$ cat config.mk
export PLATFORM = sky130hd
export DESIGN_NAME = ipv6_udp_header_field_extractor_flat
export DESIGN_NICKNAME = d
export VERILOG_FILES = /design/src/rtl/ipv6u_pkg.sv /design/src/rtl/ipv6u_if.sv /design/src/rtl/ipv6u_front.sv /design/src/rtl/ipv6u_queue.sv /design/src/rtl/ipv6u_back.sv /design/src/rtl/ipv6_udp_header_field_extractor.sv /design/src/flat_wrapper.sv
export SDC_FILE = /design/constraint.sdc
export NUM_CORES = 1
export LEC_CHECK = 0
export ABC_AREA = 0
export BUFFER_PORTS_ARGS = -buffer_cell sky130_fd_sc_hd__buf_2
export CAP_MARGIN = 20
export CORE_MARGIN = 2
export CORE_UTILIZATION = 50
export CTS_CLUSTER_DIAMETER = 120
export DETAILED_ROUTE_END_ITERATION = 16
export PLACE_DENSITY = 0.65
export SYNTH_ARGS = -nofsm -noshare
export SYNTH_HDL_FRONTEND = slang
export SYNTH_HIERARCHICAL = 1
export SYNTH_SLANG_ARGS = --single-unit
$ cat constraint.sdc
create_clock -name i_clk -period 13.2 [get_ports i_clk]
set_input_delay 1.98 -clock i_clk [delete_from_list [all_inputs] [get_ports i_clk]]
set_output_delay 1.98 -clock i_clk [all_outputs]
set_load 0.03 [all_outputs]
$ cat src/rtl/ipv6u_pkg.sv
// shared constants, codes and types for the ipv6/udp header field extractor
package ipv6u_pkg;

    // header geometry
    localparam int HDR_KEEP     = 48;
    localparam int IPV6_HDR_LEN = 40;
    localparam int UDP_HDR_LEN  = 8;
    localparam int UDP_END      = IPV6_HDR_LEN + UDP_HDR_LEN;
    localparam int CNT_W        = 6;
    localparam logic [7:0] NH_UDP = 8'd17;

    // default depth of the header queue between front and back
    localparam int QUEUE_DEPTH = 2;

    // field ids
    localparam logic [3:0] FID_VERSION  = 4'd0;
    localparam logic [3:0] FID_CLASS    = 4'd1;
    localparam logic [3:0] FID_FLOW     = 4'd2;
    localparam logic [3:0] FID_PAYLEN   = 4'd3;
    localparam logic [3:0] FID_NEXTHDR  = 4'd4;
    localparam logic [3:0] FID_HOPLIM   = 4'd5;
    localparam logic [3:0] FID_DEV_PFX  = 4'd6;
    localparam logic [3:0] FID_DEV_IID  = 4'd7;
    localparam logic [3:0] FID_APP_PFX  = 4'd8;
    localparam logic [3:0] FID_APP_IID  = 4'd9;
    localparam logic [3:0] FID_DEV_PORT = 4'd10;
    localparam logic [3:0] FID_APP_PORT = 4'd11;
    localparam logic [3:0] FID_UDP_LEN  = 4'd12;
    localparam logic [3:0] FID_UDP_CSUM = 4'd13;

    // result status codes
    localparam logic [1:0] ST_OK        = 2'd0;
    localparam logic [1:0] ST_SHORT_IP  = 2'd1;
    localparam logic [1:0] ST_SHORT_UDP = 2'd2;

    // packet class decided by the front
    typedef enum logic [1:0] {
        KIND_OK_IP,
        KIND_OK_UDP,
        KIND_ERR_IP,
        KIND_ERR_UDP
    } t_kind;

    typedef logic [HDR_KEEP-1:0][7:0] t_hdr;

    // one finished packet header handed from front to back
    typedef struct packed {
        t_kind kind;
        logic  dir;
        t_hdr  hdr;
    } t_job;

endpackage

$ cat src/rtl/ipv6u_if.sv
// valid/ready channel interfaces for packet bytes and extracted fields
interface ipv6u_in_if;
    logic       valid;
    logic       ready;
    logic [7:0] data_byte;
    logic       uplink;
    logic       last_byte;

    modport source (output valid, data_byte, uplink, last_byte, input ready);
    modport sink   (input valid, data_byte, uplink, last_byte, output ready);
endinterface

interface ipv6u_out_if;
    logic        valid;
    logic        ready;
    logic [3:0]  field_id;
    logic [63:0] field_value;
    logic [6:0]  field_bits;
    logic [1:0]  status;
    logic        last_field;

    modport source (output valid, field_id, field_value, field_bits, status, last_field,
                    input ready);
    modport sink   (input valid, field_id, field_value, field_bits, status, last_field,
                    output ready);
endinterface

$ cat src/rtl/ipv6u_front.sv
// byte capture: stores the first header bytes, counts, classifies the packet
module ipv6u_front
    import ipv6u_pkg::*;
(
    input  logic         i_clk,
    input  logic         i_rst_n,
    ipv6u_in_if.sink     i_in,
    output logic         o_push_valid,
    input  logic         i_push_ready,
    output t_job         o_push_job
);

    logic [CNT_W-1:0] r_count, n_count;
    logic             r_dir;
    t_hdr             r_hdr, n_hdr;
    logic             w_accept;
    logic             w_cur_dir;
    logic             w_udp;

    // a non-last byte never needs queue room
    assign i_in.ready = i_push_ready || !i_in.last_byte;
    assign w_accept   = i_in.valid && i_in.ready;
    assign w_cur_dir  = (r_count == '0) ? i_in.uplink : r_dir;

    // header bank with the current byte merged in
    always_comb begin
        n_hdr   = r_hdr;
        n_count = r_count;
        if (r_count < CNT_W'(HDR_KEEP)) begin
            n_hdr[r_count] = i_in.data_byte;
            n_count        = r_count + 1'b1;
        end
    end

    // packet classification on the last byte
    assign w_udp = (n_hdr[6] == NH_UDP);

    always_comb begin
        o_push_job.dir = w_cur_dir;
        o_push_job.hdr = n_hdr;
        if (n_count < CNT_W'(IPV6_HDR_LEN)) begin
            o_push_job.kind = KIND_ERR_IP;
        end else if (w_udp && n_count < CNT_W'(UDP_END)) begin
            o_push_job.kind = KIND_ERR_UDP;
        end else if (w_udp) begin
            o_push_job.kind = KIND_OK_UDP;
        end else begin
            o_push_job.kind = KIND_OK_IP;
        end
    end

    assign o_push_valid = w_accept && i_in.last_byte;

    // count and direction
    always_ff @(posedge i_clk) begin
        if (!i_rst_n) begin
            r_count <= '0;
            r_dir   <= 1'b0;
        end else if (w_accept) begin
            r_dir   <= w_cur_dir;
            r_count <= i_in.last_byte ? '0 : n_count;
        end
    end

    // header bytes
    always_ff @(posedge i_clk) begin
        if (w_accept) begin
            r_hdr <= n_hdr;
        end
    end

endmodule

$ cat src/rtl/ipv6u_queue.sv
// short fifo of finished packet headers between front and back
module ipv6u_queue
    import ipv6u_pkg::*;
#(
    parameter int DEPTH = QUEUE_DEPTH
) (
    input  logic i_clk,
    input  logic i_rst_n,
    input  logic i_push_valid,
    output logic o_push_ready,
    input  t_job i_push_job,
    output logic o_head_valid,
    output t_job o_head_job,
    input  logic i_pop
);

    localparam int PTR_W = $clog2(DEPTH);
    localparam int OCC_W = $clog2(DEPTH + 1);

    t_job             r_mem [DEPTH];
    logic [PTR_W-1:0] r_wr, r_rd;
    logic [OCC_W-1:0] r_occ;
    logic             w_push;

    assign o_push_ready = (r_occ != OCC_W'(DEPTH));
    assign o_head_valid = (r_occ != '0);
    assign o_head_job   = r_mem[r_rd];
    assign w_push       = i_push_valid && o_push_ready;

    // pointers and occupancy
    always_ff @(posedge i_clk) begin
        if (!i_rst_n) begin
            r_wr  <= '0;
            r_rd  <= '0;
            r_occ <= '0;
        end else begin
            if (w_push) begin
                r_wr <= (r_wr == PTR_W'(DEPTH - 1)) ? '0 : r_wr + 1'b1;
            end
            if (i_pop) begin
                r_rd <= (r_rd == PTR_W'(DEPTH - 1)) ? '0 : r_rd + 1'b1;
            end
            if (w_push && !i_pop) begin
                r_occ <= r_occ + 1'b1;
            end else if (!w_push && i_pop) begin
                r_occ <= r_occ - 1'b1;
            end
        end
    end

    // entry storage
    always_ff @(posedge i_clk) begin
        if (w_push) begin
            r_mem[r_wr] <= i_push_job;
        end
    end

endmodule

$ cat src/rtl/ipv6u_back.sv
// field sequencer: walks the head header and registers one field per transaction
module ipv6u_back
    import ipv6u_pkg::*;
(
    input  logic         i_clk,
    input  logic         i_rst_n,
    input  logic         i_head_valid,
    input  t_job         i_head_job,
    output logic         o_pop,
    ipv6u_out_if.source  o_out
);

    logic [3:0]  r_idx;
    logic        r_valid;
    logic [3:0]  r_id;
    logic [63:0] r_value;
    logic [6:0]  r_blen;
    logic [1:0]  r_status;
    logic        r_last;

    logic [3:0]  n_id;
    logic [63:0] n_value;
    logic [6:0]  n_blen;
    logic [1:0]  n_status;
    logic        n_last;
    logic        w_load;
    logic        w_err;
    t_hdr        w_hdr;
    logic        w_dir;
    logic [63:0] w_pfx_s, w_iid_s, w_pfx_d, w_iid_d;
    logic [15:0] w_port_s, w_port_d;

    // big-endian 64-bit word from a fixed byte offset
    function automatic logic [63:0] be64(input t_hdr hdr, input logic [CNT_W-1:0] start);
        logic [63:0] v;
        v = '0;
        for (int k = 0; k < 8; k++) begin
            v[(7-k)*8 +: 8] = hdr[start + CNT_W'(k)];
        end
        return v;
    endfunction

    assign w_hdr    = i_head_job.hdr;
    assign w_dir    = i_head_job.dir;
    assign w_err    = (i_head_job.kind == KIND_ERR_IP) || (i_head_job.kind == KIND_ERR_UDP);
    assign w_pfx_s  = be64(w_hdr, CNT_W'(8));
    assign w_iid_s  = be64(w_hdr, CNT_W'(16));
    assign w_pfx_d  = be64(w_hdr, CNT_W'(24));
    assign w_iid_d  = be64(w_hdr, CNT_W'(32));
    assign w_port_s = {w_hdr[40], w_hdr[41]};
    assign w_port_d = {w_hdr[42], w_hdr[43]};

    // field select
    always_comb begin
        n_id     = r_idx;
        n_value  = '0;
        n_blen   = '0;
        n_status = ST_OK;
        n_last   = 1'b0;
        if (w_err) begin
            n_id     = FID_VERSION;
            n_status = (i_head_job.kind == KIND_ERR_IP) ? ST_SHORT_IP : ST_SHORT_UDP;
            n_last   = 1'b1;
        end else begin
            case (r_idx)
                FID_VERSION: begin
                    n_value = {60'd0, w_hdr[0][7:4]};
                    n_blen  = 7'd4;
                end
                FID_CLASS: begin
                    n_value = {56'd0, w_hdr[0][3:0], w_hdr[1][7:4]};
                    n_blen  = 7'd8;
                end
                FID_FLOW: begin
                    n_value = {44'd0, w_hdr[1][3:0], w_hdr[2], w_hdr[3]};
                    n_blen  = 7'd20;
                end
                FID_PAYLEN: begin
                    n_value = {48'd0, w_hdr[4], w_hdr[5]};
                    n_blen  = 7'd16;
                end
                FID_NEXTHDR: begin
                    n_value = {56'd0, w_hdr[6]};
                    n_blen  = 7'd8;
                end
                FID_HOPLIM: begin
                    n_value = {56'd0, w_hdr[7]};
                    n_blen  = 7'd8;
                end
                FID_DEV_PFX: begin
                    n_value = w_dir ? w_pfx_s : w_pfx_d;
                    n_blen  = 7'd64;
                end
                FID_DEV_IID: begin
                    n_value = w_dir ? w_iid_s : w_iid_d;
                    n_blen  = 7'd64;
                end
                FID_APP_PFX: begin
                    n_value = w_dir ? w_pfx_d : w_pfx_s;
                    n_blen  = 7'd64;
                end
                FID_APP_IID: begin
                    n_value = w_dir ? w_iid_d : w_iid_s;
                    n_blen  = 7'd64;
                    n_last  = (i_head_job.kind == KIND_OK_IP);
                end
                FID_DEV_PORT: begin
                    n_value = {48'd0, w_dir ? w_port_s : w_port_d};
                    n_blen  = 7'd16;
                end
                FID_APP_PORT: begin
                    n_value = {48'd0, w_dir ? w_port_d : w_port_s};
                    n_blen  = 7'd16;
                end
                FID_UDP_LEN: begin
                    n_value = {48'd0, w_hdr[44], w_hdr[45]};
                    n_blen  = 7'd16;
                end
                FID_UDP_CSUM: begin
                    n_value = {48'd0, w_hdr[46], w_hdr[47]};
                    n_blen  = 7'd16;
                    n_last  = 1'b1;
                end
                default: begin
                    n_last = 1'b1;
                end
            endcase
        end
    end

    // output register loads when a header is waiting and the register is empty or being drained
    assign w_load = i_head_valid && (!r_valid || o_out.ready);
    assign o_pop  = w_load && n_last;

    // control state
    always_ff @(posedge i_clk) begin
        if (!i_rst_n) begin
            r_valid <= 1'b0;
            r_idx   <= FID_VERSION;
        end else begin
            if (w_load) begin
                r_valid <= 1'b1;
                r_idx   <= n_last ? FID_VERSION : r_idx + 1'b1;
            end else if (o_out.ready) begin
                r_valid <= 1'b0;
            end
        end
    end

    // result payload
    always_ff @(posedge i_clk) begin
        if (w_load) begin
            r_id     <= n_id;
            r_value  <= n_value;
            r_blen   <= n_blen;
            r_status <= n_status;
            r_last   <= n_last;
        end
    end

    assign o_out.valid       = r_valid;
    assign o_out.field_id    = r_id;
    assign o_out.field_value = r_value;
    assign o_out.field_bits  = r_blen;
    assign o_out.status      = r_status;
    assign o_out.last_field  = r_last;

endmodule

$ cat src/rtl/ipv6_udp_header_field_extractor.sv
// IPv6/UDP header field extractor. Packet bytes enter one per cycle in network
// order; the first 48 are kept and the byte count saturates at 48. On the last
// byte the captured header is classified and pushed into a queue of
// QUEUE_DEPTH headers; the field sequencer then emits one result per cycle
// while the output is ready: 10 fields for plain IPv6, 14 with UDP, or a
// single status result for a short packet. Byte intake runs at one byte per
// cycle and overlaps emission of earlier packets; it stalls only on a last
// byte finding a full queue. Results leave through a registered output stage.
module ipv6_udp_header_field_extractor
    import ipv6u_pkg::*;
#(
    parameter int QUEUE_DEPTH_P = QUEUE_DEPTH
) (
    input  logic        i_clk,
    input  logic        i_rst_n,
    ipv6u_in_if.sink    i_in,
    ipv6u_out_if.source o_out
);

    logic w_push_valid;
    logic w_push_ready;
    t_job w_push_job;
    logic w_head_valid;
    t_job w_head_job;
    logic w_pop;

    // byte capture and classification
    ipv6u_front u_front (
        .i_clk        (i_clk),
        .i_rst_n      (i_rst_n),
        .i_in         (i_in),
        .o_push_valid (w_push_valid),
        .i_push_ready (w_push_ready),
        .o_push_job   (w_push_job)
    );

    // header queue
    ipv6u_queue #(
        .DEPTH (QUEUE_DEPTH_P)
    ) u_queue (
        .i_clk        (i_clk),
        .i_rst_n      (i_rst_n),
        .i_push_valid (w_push_valid),
        .o_push_ready (w_push_ready),
        .i_push_job   (w_push_job),
        .o_head_valid (w_head_valid),
        .o_head_job   (w_head_job),
        .i_pop        (w_pop)
    );

    // field sequencer
    ipv6u_back u_back (
        .i_clk        (i_clk),
        .i_rst_n      (i_rst_n),
        .i_head_valid (w_head_valid),
        .i_head_job   (w_head_job),
        .o_pop        (w_pop),
        .o_out        (o_out)
    );

    // an error result is always marked as the last of its packet
    a_err_is_last: assert property (@(posedge i_clk) disable iff (!i_rst_n)
        (o_out.valid && o_out.status != ST_OK) |-> o_out.last_field)
        else $error("error result without last_field");

    // zero length exactly on error results
    a_len_matches_status: assert property (@(posedge i_clk) disable iff (!i_rst_n)
        o_out.valid |-> ((o_out.field_bits == 7'd0) == (o_out.status != ST_OK)))
        else $error("field_bits and status disagree");

    // retiring a header leaves its final result in the output register
    a_pop_gives_last: assert property (@(posedge i_clk) disable iff (!i_rst_n)
        w_pop |=> (o_out.valid && o_out.last_field))
        else $error("header retired without a final result");

endmodule
$ cat src/flat_wrapper.sv
// flat-port wrapper written by rule: the top's interface ports become plain ports
module ipv6_udp_header_field_extractor_flat import ipv6u_pkg::*;
#(
    parameter int QUEUE_DEPTH_P = QUEUE_DEPTH
)
  (i_clk, i_rst_n, i_in_valid, i_in_data_byte, i_in_uplink, i_in_last_byte, i_in_ready, o_out_valid, o_out_field_id, o_out_field_value, o_out_field_bits, o_out_status, o_out_last_field, o_out_ready);
  ipv6u_in_if i_in_i ();
  ipv6u_out_if o_out_i ();
  input  logic i_clk;
  input  logic i_rst_n;
  input wire logic [$bits(i_in_i.valid)-1:0] i_in_valid;
  input wire logic [$bits(i_in_i.data_byte)-1:0] i_in_data_byte;
  input wire logic [$bits(i_in_i.uplink)-1:0] i_in_uplink;
  input wire logic [$bits(i_in_i.last_byte)-1:0] i_in_last_byte;
  output wire logic [$bits(i_in_i.ready)-1:0] i_in_ready;
  output wire logic [$bits(o_out_i.valid)-1:0] o_out_valid;
  output wire logic [$bits(o_out_i.field_id)-1:0] o_out_field_id;
  output wire logic [$bits(o_out_i.field_value)-1:0] o_out_field_value;
  output wire logic [$bits(o_out_i.field_bits)-1:0] o_out_field_bits;
  output wire logic [$bits(o_out_i.status)-1:0] o_out_status;
  output wire logic [$bits(o_out_i.last_field)-1:0] o_out_last_field;
  input wire logic [$bits(o_out_i.ready)-1:0] o_out_ready;
  assign i_in_i.valid = i_in_valid;
  assign i_in_i.data_byte = i_in_data_byte;
  assign i_in_i.uplink = i_in_uplink;
  assign i_in_i.last_byte = i_in_last_byte;
  assign i_in_ready = i_in_i.ready;
  assign o_out_valid = o_out_i.valid;
  assign o_out_field_id = o_out_i.field_id;
  assign o_out_field_value = o_out_i.field_value;
  assign o_out_field_bits = o_out_i.field_bits;
  assign o_out_status = o_out_i.status;
  assign o_out_last_field = o_out_i.last_field;
  assign o_out_i.ready = o_out_ready;
  ipv6_udp_header_field_extractor #(.QUEUE_DEPTH_P(QUEUE_DEPTH_P)) u_core (.i_clk(i_clk), .i_rst_n(i_rst_n), .i_in(i_in_i), .o_out(o_out_i));
endmodule
==> results of run 1 <==
## cell usage after synthesis (13+ instances only)
master | number | area share (%)
mux2_1 | 13 | 0.28
dfxtp_1 | 17 | 0.65
inv_1 | 17 | 0.12
buf_6 | 44 | 0.94
clkbuf_1 | 95 | 0.68
nand2b_1 | 13 | 0.15
mux2_2 | 758 | 16
o22ai_1 | 15 | 0.18
a221o_1 | 68 | 1.3
a22oi_1 | 61 | 0.87
mux2i_1 | 29 | 0.55
edfxtp_1 | 1233 | 70
and2_1 | 13 | 0.15
o21ai_0 | 26 | 0.25
nand3_1 | 21 | 0.20
buf_2 | 46 | 0.44
a222oi_1 | 46 | 0.88
nor2_1 | 54 | 0.39
a31oi_1 | 18 | 0.21
nand3b_1 | 27 | 0.39
nand2_1 | 52 | 0.37
o221ai_1 | 14 | 0.23
a21oi_1 | 45 | 0.43
## state kept, by name (all words and copies together) (netlist names), named ones only
register	cells
u_core/u_queue/r_mem	774
u_core/u_front/r_hdr	384
u_core/u_back/o_out.field_value	64
u_core/u_front/r_count	6
u_core/u_back/o_out.field_bits	4
u_core/u_back/o_out.field_id	4
u_core/u_back/r_idx	4
u_core/u_back/o_out.status	2
u_core/u_queue/r_occ	2
u_core/u_back/o_out.last_field	1
u_core/u_back/o_out.valid	1
u_core/u_front/r_dir	1
u_core/u_queue/r_rd	1
u_core/u_queue/r_wr	1
## layout make-up
cell class              instances  area (sq um)  share of cell area [%]
diodes                          1          2.50                 0.00430
clock buffers                 170          3620                    6.22
clock inverters                72           599                    1.03
inverters                      19          86.3                   0.148
multi-input cells            1472         14000                    24.0
flip-flops and latches       1250         37400                    64.2
well taps                    1380          1730                    2.97
repair buffers                135           838                    1.44
## power by group
group	total (W)	internal, W	switching, W
logic	0.00212	0.000805	0.00131
registers	0.00515	0.00501	0.000145
clock network	0.00359	0.00210	0.00149
## worst min-delay path, delay by kind of cell, from the launching register on
kind / cells / cell delay [ns]
flops: 1 / 0.33
compound gates: 2 / 0.18
## metal layers
| layer | vias to the layer above | routed length [um] | global-route usage [%] |
|---|---|---|---|
| met5 | - | 0 | 0 |
| met4 | 0 | 3850 | 8.48 |
| met3 | 206 | 8750 | 3.94 |
| met2 | 1171 | 60700 | 37.4 |
| met1 | 14700 | 52900 | 31.8 |
| li1 | 12000 | - | - |
## stage by stage
stage / hold WS, ns / setup slack, ns / power (W)
2_1_floorplan: 0.473 / 1.41 / 0.00693
5_1_grt: 0.576 / 7.76 / 0.0113
3_3_place_gp: 0.489 / 7.76 / 0.00726
3_5_place_dp: 0.566 / 7.67 / 0.00734
6_report: 0.568 / 8.06 / 0.0109
4_1_cts: 0.574 / 8.07 / 0.0109
## cell usage in the layout (no fill, tap or decap), drive strengths merged, types with 13 or more instances in the layout
cell type and count:
o22ai 15, dfxtp 17, inv 24, a222oi 46, and2 13, nand2 52
o21ai 31, edfxtp 1233, a22oi 61, buf 135, nor2 73, a21oi 45
nand2b 13, a31oi 18, mux2 779, nand3b 29, mux2i 30, clkbuf 170
a221o 68, nand3 22, o221ai 14, clkinv 56
## worst max path at each step
stage | startpoint | endpoint | slack [ns] | cells after the start
floorplan | i_in_valid | u_core/u_queue/r_mem[1][0] | 1.41 | 2
global placement | i_in_last_byte | u_core/u_queue/r_mem[0][347] | 7.76 | 6
detailed placement | i_in_last_byte | u_core/u_queue/r_mem[0][241] | 7.67 | 6
CTS | flop | u_core/u_back/o_out.field_value[11] | 8.07 | 8
global route | flop | u_core/u_back/o_out.field_value[11] | 7.76 | 8
finish | flop | u_core/u_back/o_out.field_value[11] | 8.06 | 8
## cell families after synthesis
kind of cell | Yosys count | synth area share (%)
flops | 1250 | 71.1
mux | 809 | 17.3
compound gates | 370 | 5.61
simple gates | 276 | 3.25
buf+inv | 221 | 2.39
fa+ha+maj | 8 | 0.191
xor+xnor | 6 | 0.100
other cells | 1 | 0.00714
==> results.py, run 1 <==
metrics = {
    "timing": {
        "fin_crit_ns": 5.14,
        "hold_viol_final": 0,
        "worstMarginPinSlew_ns": 1.16,
        "rsz0062_at_grt": "no",
        "min_period_over_period_pct": 38.9,
        "fin_setup_tns_ns": 0,
        "report.final.setup_viol": 0,
        "slew-limit-headroom_pct": 22.9,
        "skew_ns": 0.0229,
        "slew_viol_final": 0,
        "fmax_ghz": 0.195,
    },
    "critical_path": {
        "required_ns": 13.65,
        "path_buf_inv": 3,
        "cp-start-kind": "flop",
        "reg2reg_slack_ns": 8.06,
        "worstPathArrival_ns": 5.58,
        "end_kind": "flop",
        "crit_top_cell": "buf_4",
        "regToRegEndpoint": "u_core/u_back/o_out.field_value[11]",
        "cp_top_family": "buffers and inverters",
        "cp_max_fo": 74,
        "rr_worst_depth": 8,
        "max_stage_delay_ns": 0.94,
        "crit_chain": "buf_4 -> buf_4 -> buf_4 -> mux2_2 -> a22oi_1 -> o22ai_1 -> o21ai_0 -> a41oi_1",
        "slowest_stage": "buf_4",
        "path_class": "reg -> reg",
    },
    "cts": {
        "h-tree-depth": 4,
        "cts_tree": "built",
        "post_cts_buffers": 0,
        "cts.repair.resized": 0,
        "cts.sinks": 1250,
        "path_clk_slew_ns": 0.06,
        "insertion_delay_ns": 0.74,
        "numCtsBuffers": 133,
        "cts_hold_buf": 0,
        "ctsLongestPathBuffers": 3,
        "clock-root-buffer": "clkbuf_16",
    },
    "die": {
        "start_util_pct": 50.5,
        "die_h_um": 328,
        "dieWidth_um": 328,
        "row_count": 118,
        "core_sq_um": 104000,
        "num_io_pins": 94,
        "die-area_sq_um": 108000,
    },
    "global_routing": {
        "grt_start_max_net_pins": 168,
        "grt_overflow_total": 0,
        "grt_pass1_wl_um": 185000,
        "antenna_found_initial": 0,
        "grt_pass1_vias": 28700,
        "track_usage_pct": 23.2,
    },
    "min_path": {
        "whs_path_depth": 2,
        "min-delay-start": "u_core/u_queue/r_occ[1]",
        "min_path_type": "reg -> reg",
        "holdPathEnd": "u_core/u_queue/r_occ[1]",
    },
    "drt": {
        "antenna_left": 0,
        "drtIter0Drc": 3320,
        "wl_per_cell_um": 28.0,
        "drc": 0,
        "first_pass_iters": 7,
        "wirelength_um": 126000,
        "vias": 28100,
        "via_per_inst": 6.25,
    },
    "cells_and_area": {
        "utilization_pct": 56.0,
        "areaGrowthSynthToFinish_pct": 10.8,
        "nNetsFinal": 3033,
        "n_fill_cell": 7903,
        "final_layout_size_suffix_gt1_share_pct": 36.6,
        "final_cells": 4499,
        "final_area_sq_um": 58200,
    },
    "synthesis": {
        "synth_cell_types": 85,
        "synth_cells": 2941,
        "syn_area_per_cell_sq_um": 17.9,
        "synthArstFlopShare_pct": 0,
        "yosysWarningCount": 6,
        "yosysSeqAreaShare_pct": 71.1,
        "synth-main-ff-cell": "edfxtp_1",
        "syn_area_sq_um": 52500,
        "synth_edf_count": 1233,
        "ys_ff_latch": 1250,
    },
    "placement": {
        "dp_hpwl_um": 69100,
        "gp_congestion": 0.794,
        "port_buffers": 90,
        "dp.cells": 4256,
        "place_area_sq_um": 54000,
    },
    "pwr": {
        "power_density_nw_per_um2": 187,
        "peakVddDrop_mv": 0.162,
        "p_leak_nw": 19.0,
    },
    "outcome": {
        "status": "completed",
    },
    "job": {
        "maxCapViolCount": 0,
    },
}
Power figures use the tool's default switching activity.
==> run 2: changes to the inputs <==
Clock period 13.2 ns to 5.11 ns, I/O delays scaled along.
==> results.py, run 2 (synthesized netlist as in run 1, its figures left out) <==
metrics = {
    "critical_path": {
        "max_stage_delay_ns": 0.87,
        "cp_top_family": "buffers and inverters",
        "path_buf_inv": 2,
        "required_ns": 5.52,
        "cp_max_fo": 51,
        "rr_worst_depth": 6,
        "startpoint": "u_core/u_back/r_idx[2]",
        "crit_chain": "nand2b_1 -> buf_4 -> o221ai_1 -> o21ai_4 -> buf_4 -> nor2_1",
        "reg2reg_slack_ns": 1.33,
        "path_class": "reg -> reg",
        "worstReg2RegStart": "u_core/u_back/r_idx[2]",
        "end_kind": "flop",
        "cp.depth": 6,
        "regToRegEndpoint": "u_core/u_back/o_out.field_value[52]",
        "cp-start-kind": "flop",
        "slowest_stage": "dfxtp_2",
        "worstPathArrival_ns": 4.19,
        "crit_top_cell": "buf_4",
        "crit_end": "u_core/u_back/o_out.field_value[52]",
    },
    "min_path": {
        "min_path_type": "in -> reg",
    },
    "timing": {
        "fin_ws_ns": 1.33,
        "slew_viol_final": 0,
        "rsz0062_at_grt": "no",
        "min_period_over_period_pct": 74.0,
        "fmax_ghz": 0.265,
        "fin_crit_ns": 3.78,
        "worstMarginPinSlew_ns": 1.13,
        "hold_viol_final": 0,
        "report.final.setup_viol": 0,
        "slew-limit-headroom_pct": 24.7,
        "skew_ns": 0.0255,
    },
    "cells_and_area": {
        "layout_commonest_cell": "edfxtp_1",
        "largest_reg_flops": 774,
        "final_layout_size_suffix_gt1_share_pct": 36.5,
        "layout_common_cells": "edfxtp_1 (1233), mux2_2 (757), clkbuf_16 (123)",
        "nNetsFinal": 3022,
        "largest-register": "u_core/u_queue/r_mem",
        "utilization_pct": 55.8,
        "areaGrowthSynthToFinish_pct": 10.3,
    },
    "global_routing": {
        "use_met1_pct": 32.2,
        "use_met3_pct": 3.13,
        "grt_overflow_total": 0,
        "grt_pass1_wl_um": 183000,
        "grt_start_max_net_pins": 170,
        "track_usage_pct": 22.9,
        "top_usage_layer": "met2",
        "use_met2_pct": 36.9,
        "antenna_found_initial": 4,
        "grt_pass1_vias": 28100,
    },
    "cts": {
        "cts.repair.resized": 0,
        "post_cts_buffers": 0,
        "path_clk_slew_ns": 0.07,
        "h-tree-depth": 3,
        "cts_tree": "built",
        "insertion_delay_ns": 0.71,
        "numCtsBuffers": 121,
        "cts.sinks": 1250,
        "ctsLongestPathBuffers": 3,
        "cts_hold_buf": 0,
        "clock-root-buffer": "clkbuf_16",
    },
    "die": {
        "row_count": 118,
        "core_sq_um": 104000,
        "num_io_pins": 94,
        "die-area_sq_um": 108000,
        "start_util_pct": 50.5,
        "die_h_um": 328,
        "dieWidth_um": 328,
    },
    "pwr": {
        "clkPwrFrac_pct": 31.5,
        "power_density_nw_per_um2": 477,
        "combPwrFrac_pct": 20.3,
        "switching_power_w": 0.00767,
        "peakVddDrop_mv": 0.304,
        "intPower_w": 0.0200,
        "p_total_w": 0.0277,
        "p_leak_nw": 18.8,
        "seqPwrFrac_pct": 48.2,
        "p_sw_share_pct": 27.7,
    },
    "placement": {
        "dp_hpwl_um": 70500,
        "gp_congestion": 0.850,
        "dp_slack_ns": 1.37,
        "port_buffers": 90,
    },
    "drt": {
        "via_per_inst": 6.26,
        "wl_per_cell_um": 28.0,
        "drtIter0Drc": 2977,
        "wirelength_um": 126000,
        "antenna_left": 0,
        "vias": 28100,
        "first_pass_iters": 6,
        "drc": 0,
    },
    "outcome": {
        "status": "completed",
    },
    "job": {
        "maxCapViolCount": 0,
    },
}
==> run 2: cell types whose count changed in the layout (fill, tap and decap cells not counted), sizes merged <==
| cell | previous run | this run |
|---|---|---|
| buf | 135 | 136 |
| bufinv | 8 | 11 |
| clkbuf | 170 | 148 |
| clkinv | 56 | 55 |
| clkinvlp | 3 | 8 |
| inv | 24 | 20 |
==> run 2: stage by stage <==
step / TNS [ns] / hold slack (ns) / cells / cell area (sq um)
2_1_floorplan: -2006.28 / 0.473 / 2943 / 52600
3_3_place_gp: 0 / 0.499 / 4257 / 54100
3_5_place_dp: 0 / 0.516 / 4257 / 54100
4_1_cts: 0 / 0.364 / 4480 / 58000
5_1_grt: 0 / 0.420 / 4480 / 58000
6_report: 0 / 0.397 / 4481 / 58000
==> run 2: how the worst min path moves through the flow <==
stage	endpoint	slack, ns	start	cells after the start
2_1_floorplan	u_core/u_queue/r_occ[1]	0.47	u_core/u_queue/r_occ[1]	2
6_report	u_core/u_front/r_dir	0.40	i_rst_n	2
4_1_cts	u_core/u_front/r_dir	0.36	i_rst_n	2
3_3_place_gp	u_core/u_queue/r_occ[1]	0.50	u_core/u_queue/r_occ[1]	2
3_5_place_dp	u_core/u_queue/r_occ[1]	0.52	u_core/u_queue/r_occ[1]	2
5_1_grt	u_core/u_front/r_dir	0.42	i_rst_n	2
==> run 2: area by class of cell <==
class,instances,area [sq um]
clock buffers,148,3170
diodes,1,2.50
well taps,1380,1730
multi-input cells,1472,14000
flip-flops and latches,1250,37400
clock inverters,75,697
fillers,8027,46000
inverters,19,78.8
repair buffers,136,933
==> run 2: worst register-to-register path: stages, from the launching register on <==
cell and delay [ns]:
dfxtp_2 0.87, nand2b_1 0.53, buf_4 0.34, o221ai_1 0.21, o21ai_4 0.50, buf_4 0.78, nor2_1 0.25
==> run 2: metal layers <==
layer / up-vias / routed length, um
met4: 0 / 3830
met2: 1162 / 59600
met5: - / 0
li1: 12000 / -
met1: 14700 / 53400
met3: 222 / 8820
==> run 2: power groups by stage <==
| stage | combinational, W | clock, W | sequential, W |
|---|---|---|---|
| 3_5_place_dp | 0.00558 | 0 | 0.0136 |
| 6_report | 0.00561 | 0.00872 | 0.0133 |
| 2_1_floorplan | 0.00378 | 0 | 0.0140 |
| 4_1_cts | 0.00560 | 0.00886 | 0.0133 |
| 3_3_place_gp | 0.00546 | 0 | 0.0135 |
| 5_1_grt | 0.00591 | 0.00925 | 0.0134 |
